**config.mk**
```make
export PLATFORM = sky130hd
export DESIGN_NAME = spi_front
export DESIGN_NICKNAME = d
export VERILOG_FILES = /design/src/design/spi_pkg.sv /design/src/design/spi_front.sv
export SDC_FILE = /design/constraint.sdc
export NUM_CORES = 2
export LEC_CHECK = 0
export ABC_AREA = 1
export BUFFER_PORTS_ARGS = -buffer_cell sky130_fd_sc_hd__buf_2
export CORE_MARGIN = 1.5
export CORE_UTILIZATION = 50
export CTS_CLUSTER_DIAMETER = 60
export DETAILED_ROUTE_END_ITERATION = 6
export PLACE_DENSITY = 0.75
export SLEW_MARGIN = 20
export SYNTH_ARGS = -nofsm -noshare
export SYNTH_HDL_FRONTEND = slang
export SYNTH_SLANG_ARGS = --single-unit
```
**constraint.sdc**
```tcl
create_clock -name clk -period 9.2 [get_ports clk]
set_clock_uncertainty 0.15 [all_clocks]
set_input_delay 1.84 -clock clk [delete_from_list [all_inputs] [get_ports clk]]
set_output_delay 1.84 -clock clk [all_outputs]
set_load 0.01 [all_outputs]
```
**src/design/spi_pkg.sv**
```systemverilog
// shared types, constants and helpers for the softened pair interaction core
package spi_pkg;

  localparam int COORD_W = 24;
  localparam int OUT_W   = 48;
  localparam int SOFT_W  = 48;
  localparam int R2_W    = 50;
  localparam int SQ_IN_W = 62;
  localparam int S_W     = 31;
  localparam int R_W     = 57;
  localparam int R2P_W   = 114;
  localparam int R3_W    = 171;
  localparam int PROD_W  = 195;
  localparam int POT_W   = 81;

  localparam logic [SOFT_W-1:0] SOFT_RESET = 48'd281474977;
  localparam logic [OUT_W-1:0]  POS_MAX    = 48'h7FFF_FFFF_FFFF;
  localparam logic [OUT_W-1:0]  NEG_MAX    = 48'h8000_0000_0000;
  // remainder after the leading dividend bits of 2^62 above the quotient width
  localparam logic [31:0]       RECIP_REM0 = 32'd32;

  typedef struct packed {
    logic [COORD_W-1:0] first_x;
    logic [COORD_W-1:0] first_y;
    logic [COORD_W-1:0] first_z;
    logic [COORD_W-1:0] first_charge;
    logic [COORD_W-1:0] second_x;
    logic [COORD_W-1:0] second_y;
    logic [COORD_W-1:0] second_z;
    logic [COORD_W-1:0] second_charge;
  } pair_t;

  typedef struct packed {
    logic signed [OUT_W-1:0] first_fx;
    logic signed [OUT_W-1:0] first_fy;
    logic signed [OUT_W-1:0] first_fz;
    logic signed [OUT_W-1:0] first_potential;
    logic signed [OUT_W-1:0] second_fx;
    logic signed [OUT_W-1:0] second_fy;
    logic signed [OUT_W-1:0] second_fz;
    logic signed [OUT_W-1:0] second_potential;
  } incr_t;

  // what travels alongside the distance arithmetic
  typedef struct packed {
    logic [2:0][COORD_W-1:0] mag;
    logic [2:0]              neg;
    logic [COORD_W-1:0]      q1;
    logic [COORD_W-1:0]      q2;
  } side_t;

  function automatic logic [OUT_W-1:0] sgn_out(input logic [OUT_W-1:0] m, input logic neg);
    logic [OUT_W-1:0] res;
    if (neg) begin
      res = OUT_W'(0) - m;
    end else begin
      res = (m > POS_MAX) ? POS_MAX : m;
    end
    return res;
  endfunction

endpackage

```
**src/design/spi_front.sv**
```systemverilog
// differences, squares and softened squared distance
module spi_front import spi_pkg::*; (
  input  logic              clk,
  input  logic              rst,
  input  logic              en,
  input  logic              in_valid,
  input  pair_t             in_data,
  input  logic [SOFT_W-1:0] eps_sq,
  output logic              out_valid,
  output logic [R2_W-1:0]   r2,
  output side_t             side
);

  logic                     v1;
  logic                     v2;
  side_t                    side1;
  side_t                    side2;
  logic [2*COORD_W-1:0]     sq [3];
  side_t                    side_next;
  logic [COORD_W-1:0]       pa [3];
  logic [COORD_W-1:0]       pb [3];
  logic [R2_W-1:0]          sum_next;

  always_comb begin
    pa[0] = in_data.first_x;
    pa[1] = in_data.first_y;
    pa[2] = in_data.first_z;
    pb[0] = in_data.second_x;
    pb[1] = in_data.second_y;
    pb[2] = in_data.second_z;
    side_next.q1 = in_data.first_charge;
    side_next.q2 = in_data.second_charge;
    for (int k = 0; k < 3; k++) begin
      side_next.neg[k] = pa[k] < pb[k];
      side_next.mag[k] = side_next.neg[k] ? (pb[k] - pa[k]) : (pa[k] - pb[k]);
    end
  end

  always_comb begin
    sum_next = R2_W'(sq[0]) + R2_W'(sq[1]) + R2_W'(sq[2]) + R2_W'(eps_sq);
    // coincident bodies with no softening count as one lsb
    if (sum_next == '0) begin
      sum_next = R2_W'(1);
    end
  end

  always_ff @(posedge clk) begin
    if (rst) begin
      v1 <= 1'b0;
      v2 <= 1'b0;
      out_valid <= 1'b0;
    end else if (en) begin
      v1 <= in_valid;
      v2 <= v1;
      out_valid <= v2;
    end
  end

  always_ff @(posedge clk) begin
    if (en) begin
      side1 <= side_next;
      side2 <= side1;
      for (int k = 0; k < 3; k++) begin
        sq[k] <= side1.mag[k] * side1.mag[k];
      end
      r2 <= sum_next;
      side <= side2;
    end
  end

endmodule

```
==> run metrics <==
Chip Width=403 um; cell family with the largest share of critical-path delay=adder cells; TritonCTS clock tree=built; Synth Flop Type=edfxtp_1; initial antenna violation count=3; Buf+Inv Stages, Crit Path=8; post-DR vias/cell=5.16; input/output buffers=417; # H-tree levels=3; Hold WC Path Type=register to register; row count=146; maximum fanout along the worst path=21; ant diodes=0; IO Pins=418; Nets=11600; ys async rst share=0; reg2reg end=sq[0][35]$_DFFE_PP_; EDFF count, synth=557; area grow syn2layout=8.88%; router iterations before antenna repair=6; worst-case clock buffer depth=3; RR Startpoint=side1[65]$_DFFE_PP_; Final period util=0.838; fin. max-slew vios=0; global-route wire length before repair=337000 um; RSZ-0062 raised after global routing=false; Routed WL=210000 um; Worst Tran Pin Value=1.21 ns; vias after detailed routing=59000; Mapped Nets=11200; initial core utilization=0.504; register area share after synthesis=0.210; Setup TNS=0 ns; crit path launch type=register; Post-DRT Antenna Nets=0; Synth Warn #=0; Critical Path RT=9.49 ns; Max-Cap Viols=0; final hold vios=0; outcome=finished clean; CP arrival=8.00 ns; Yosys cell types=54; Syn Inst Count=8910; routed length per placed instance=18.3 um; Worst Hold Depth=0; Syn Area/Cell=8.98 um^2; Top cell by count, worst path=inv_1; CTS Hold Bufs=0; Final Util=0.549; synthesized flop and latch total=560; CTS resizes=0; largest net degree at the start of global routing=153; fmax=0.130 GHz; die height=403 um; Hold Startpoint=side1[41]$_DFFE_PP_; clk_lat worst skew=0.70 ns; reg2reg setup slack=1.49 ns; clock buffer count from CTS=76; critical path capture point type=register; Setup CP Type=register to register; Setup-failing EPs final=0; CTS Root Cell=clkbuf_16; Setup Buffers After CTS=0; crit-path max cell delay=1.01 ns; Detailed Place HPWL=175000 um; Die Area=162000 um^2; clock sinks=560; Core ar.=159000 um^2; Slew HR=0.196; Netlist Area Pre-Place=80000 um^2; share of cells above drive strength 1=0.0693; drt drc=0; Final min period=7.71 ns; GRT Total Usage=0.265; Iter 0 DRT Violations=4309; GP Congestion=0.966; R2R cell count=26; vias in the first global route=62700; Worst Hold Path EP=side2[41]$_DFFE_PP_; slowest cell on the critical path=edfxtp_1; clock transition at the registers of the reported paths=0.06 ns; grt ovf=0
-- worst max path at each step --
stage | start | end | slack [ns] | depth (start not counted)
finish | side1[65]$_DFFE_PP_ | sq[0][35]$_DFFE_PP_ | 1.49 | 26
global route | side1[51]$_DFFE_PP_ | sq[0][39]$_DFFE_PP_ | 1.14 | 26
CTS | side1[101]$_DFFE_PP_ | sq[0][130]$_DFFE_PP_ | 1.41 | 26
detailed placement | side1[101]$_DFFE_PP_ | sq[0][130]$_DFFE_PP_ | 1.41 | 26
global placement | side1[101]$_DFFE_PP_ | sq[0][135]$_DFFE_PP_ | 1.46 | 25
floorplan | side1[53]$_DFFE_PP_ | sq[0][35]$_DFFE_PP_ | 2.58 | 27
-- cell usage in the layout (no fill, tap or decap), types with 76 or more instances in the layout --
cell type / count
o21ai_0: 208
xor2_1: 139
nand3_1: 113
buf_2: 416
a21oi_1: 386
ha_1: 725
inv_1: 2684
clkbuf_16: 76
fa_1: 1365
nand2_1: 1739
xnor2_1: 105
edfxtp_1: 557
nor2_1: 373
-- area by class of cell --
cell class              count  area, um^2
fillers                 14000       71600
multi-input cells        5501       52500
flip-flops and latches    560       16800
inverters                2690       10100
repair buffers            482        2720
well taps                2072        2590
clock buffers              84        1930
clock inverters            54         524
-- Yosys cell counts, types with 7 or more instances --
| library cell | count | share of area |
|---|---|---|
| buf_6 | 8 | 0.0011 |
| nor3_1 | 31 | 0.0019 |
| a21oi_1 | 386 | 0.024 |
| mux2i_1 | 15 | 0.0019 |
| ha_1 | 725 | 0.11 |
| nand4_1 | 26 | 0.0020 |
| o21bai_1 | 23 | 0.0022 |
| fa_1 | 1365 | 0.34 |
| xnor2_1 | 105 | 0.011 |
| o21ai_0 | 208 | 0.013 |
| nor4_1 | 11 | 0.00086 |
| nand2_1 | 1739 | 0.082 |
| o211ai_1 | 9 | 0.00084 |
| edfxtp_1 | 557 | 0.21 |
| nand3_1 | 113 | 0.0071 |
| o221a_2 | 7 | 0.00098 |
| o21a_1 | 30 | 0.0028 |
| or2_2 | 7 | 0.00055 |
| nor2_1 | 373 | 0.017 |
| a21boi_0 | 11 | 0.0010 |
| a31oi_1 | 44 | 0.0034 |
| nand3b_1 | 19 | 0.0018 |
| o21ai_1 | 24 | 0.0015 |
| o2111ai_1 | 11 | 0.0012 |
| a21o_1 | 21 | 0.0020 |
| xor2_1 | 139 | 0.015 |
| inv_1 | 2684 | 0.13 |
| clkbuf_1 | 149 | 0.0070 |
| o21ai_2 | 11 | 0.0012 |
-- worst reg2reg max path, cell delays in order (launching register included) --
cell	delay (ns)
edfxtp_1	1.01
nand2_1	0.29
fa_1	0.58
inv_1	0.05
fa_1	0.52
inv_1	0.05
fa_1	0.53
inv_1	0.05
fa_1	0.51
inv_1	0.06
fa_1	0.53
inv_1	0.05
fa_1	0.47
inv_1	0.05
fa_1	0.47
inv_1	0.05
ha_1	0.34
nand2_1	0.10
nor2_1	0.13
inv_1	0.08
nor3_1	0.24
nand2_1	0.09
nand2_1	0.12
a21oi_1	0.15
o21ai_0	0.43
a31oi_1	0.18
xnor2_1	0.16
-- layer usage --
metal | GRT usage | vias up | routed length (um)
met1 | 0.366 | 29100 | 89500
met5 | 0 | - | 13
met2 | 0.428 | 2181 | 97000
met3 | 0.0464 | 358 | 17100
li1 | - | 27400 | -
met4 | 0.0818 | 2 | 6250
-- flip-flops by register name, summed over array words and instances, names as in the netlist --
name / cells
side2: 123
v1: 1
side: 123
out_valid: 1
side1: 123
r2: 50
v2: 1
sq: 138
-- kinds of logic after synthesis --
logic type	count (synthesis)	synth area share
and+or+nand+nor	2342	0.116
buffers and inverters	2849	0.134
other	1	0.0000469
AOI/OAI and AO/OA	809	0.0568
xor gates and xnor gates	244	0.0267
muxes	15	0.00188
DFF	560	0.210
adders and majority gates	2090	0.455
-- metrics by stage --
stage	cell area, um^2	worst slack (ns)	cells	hold slack, ns
3_5_place_dp	84600	1.41	11300	0.255
2_1_floorplan	80000	2.58	8910	0.250
6_report	87100	1.49	11400	0.248
5_1_grt	87100	1.14	11400	0.252
4_1_cts	87000	1.41	11400	0.248
3_3_place_gp	84500	1.46	11300	0.250
Power is left out: the tool's default activity adds up to more than one toggle a clock period on the data nets, which glitch-free logic cannot reach.
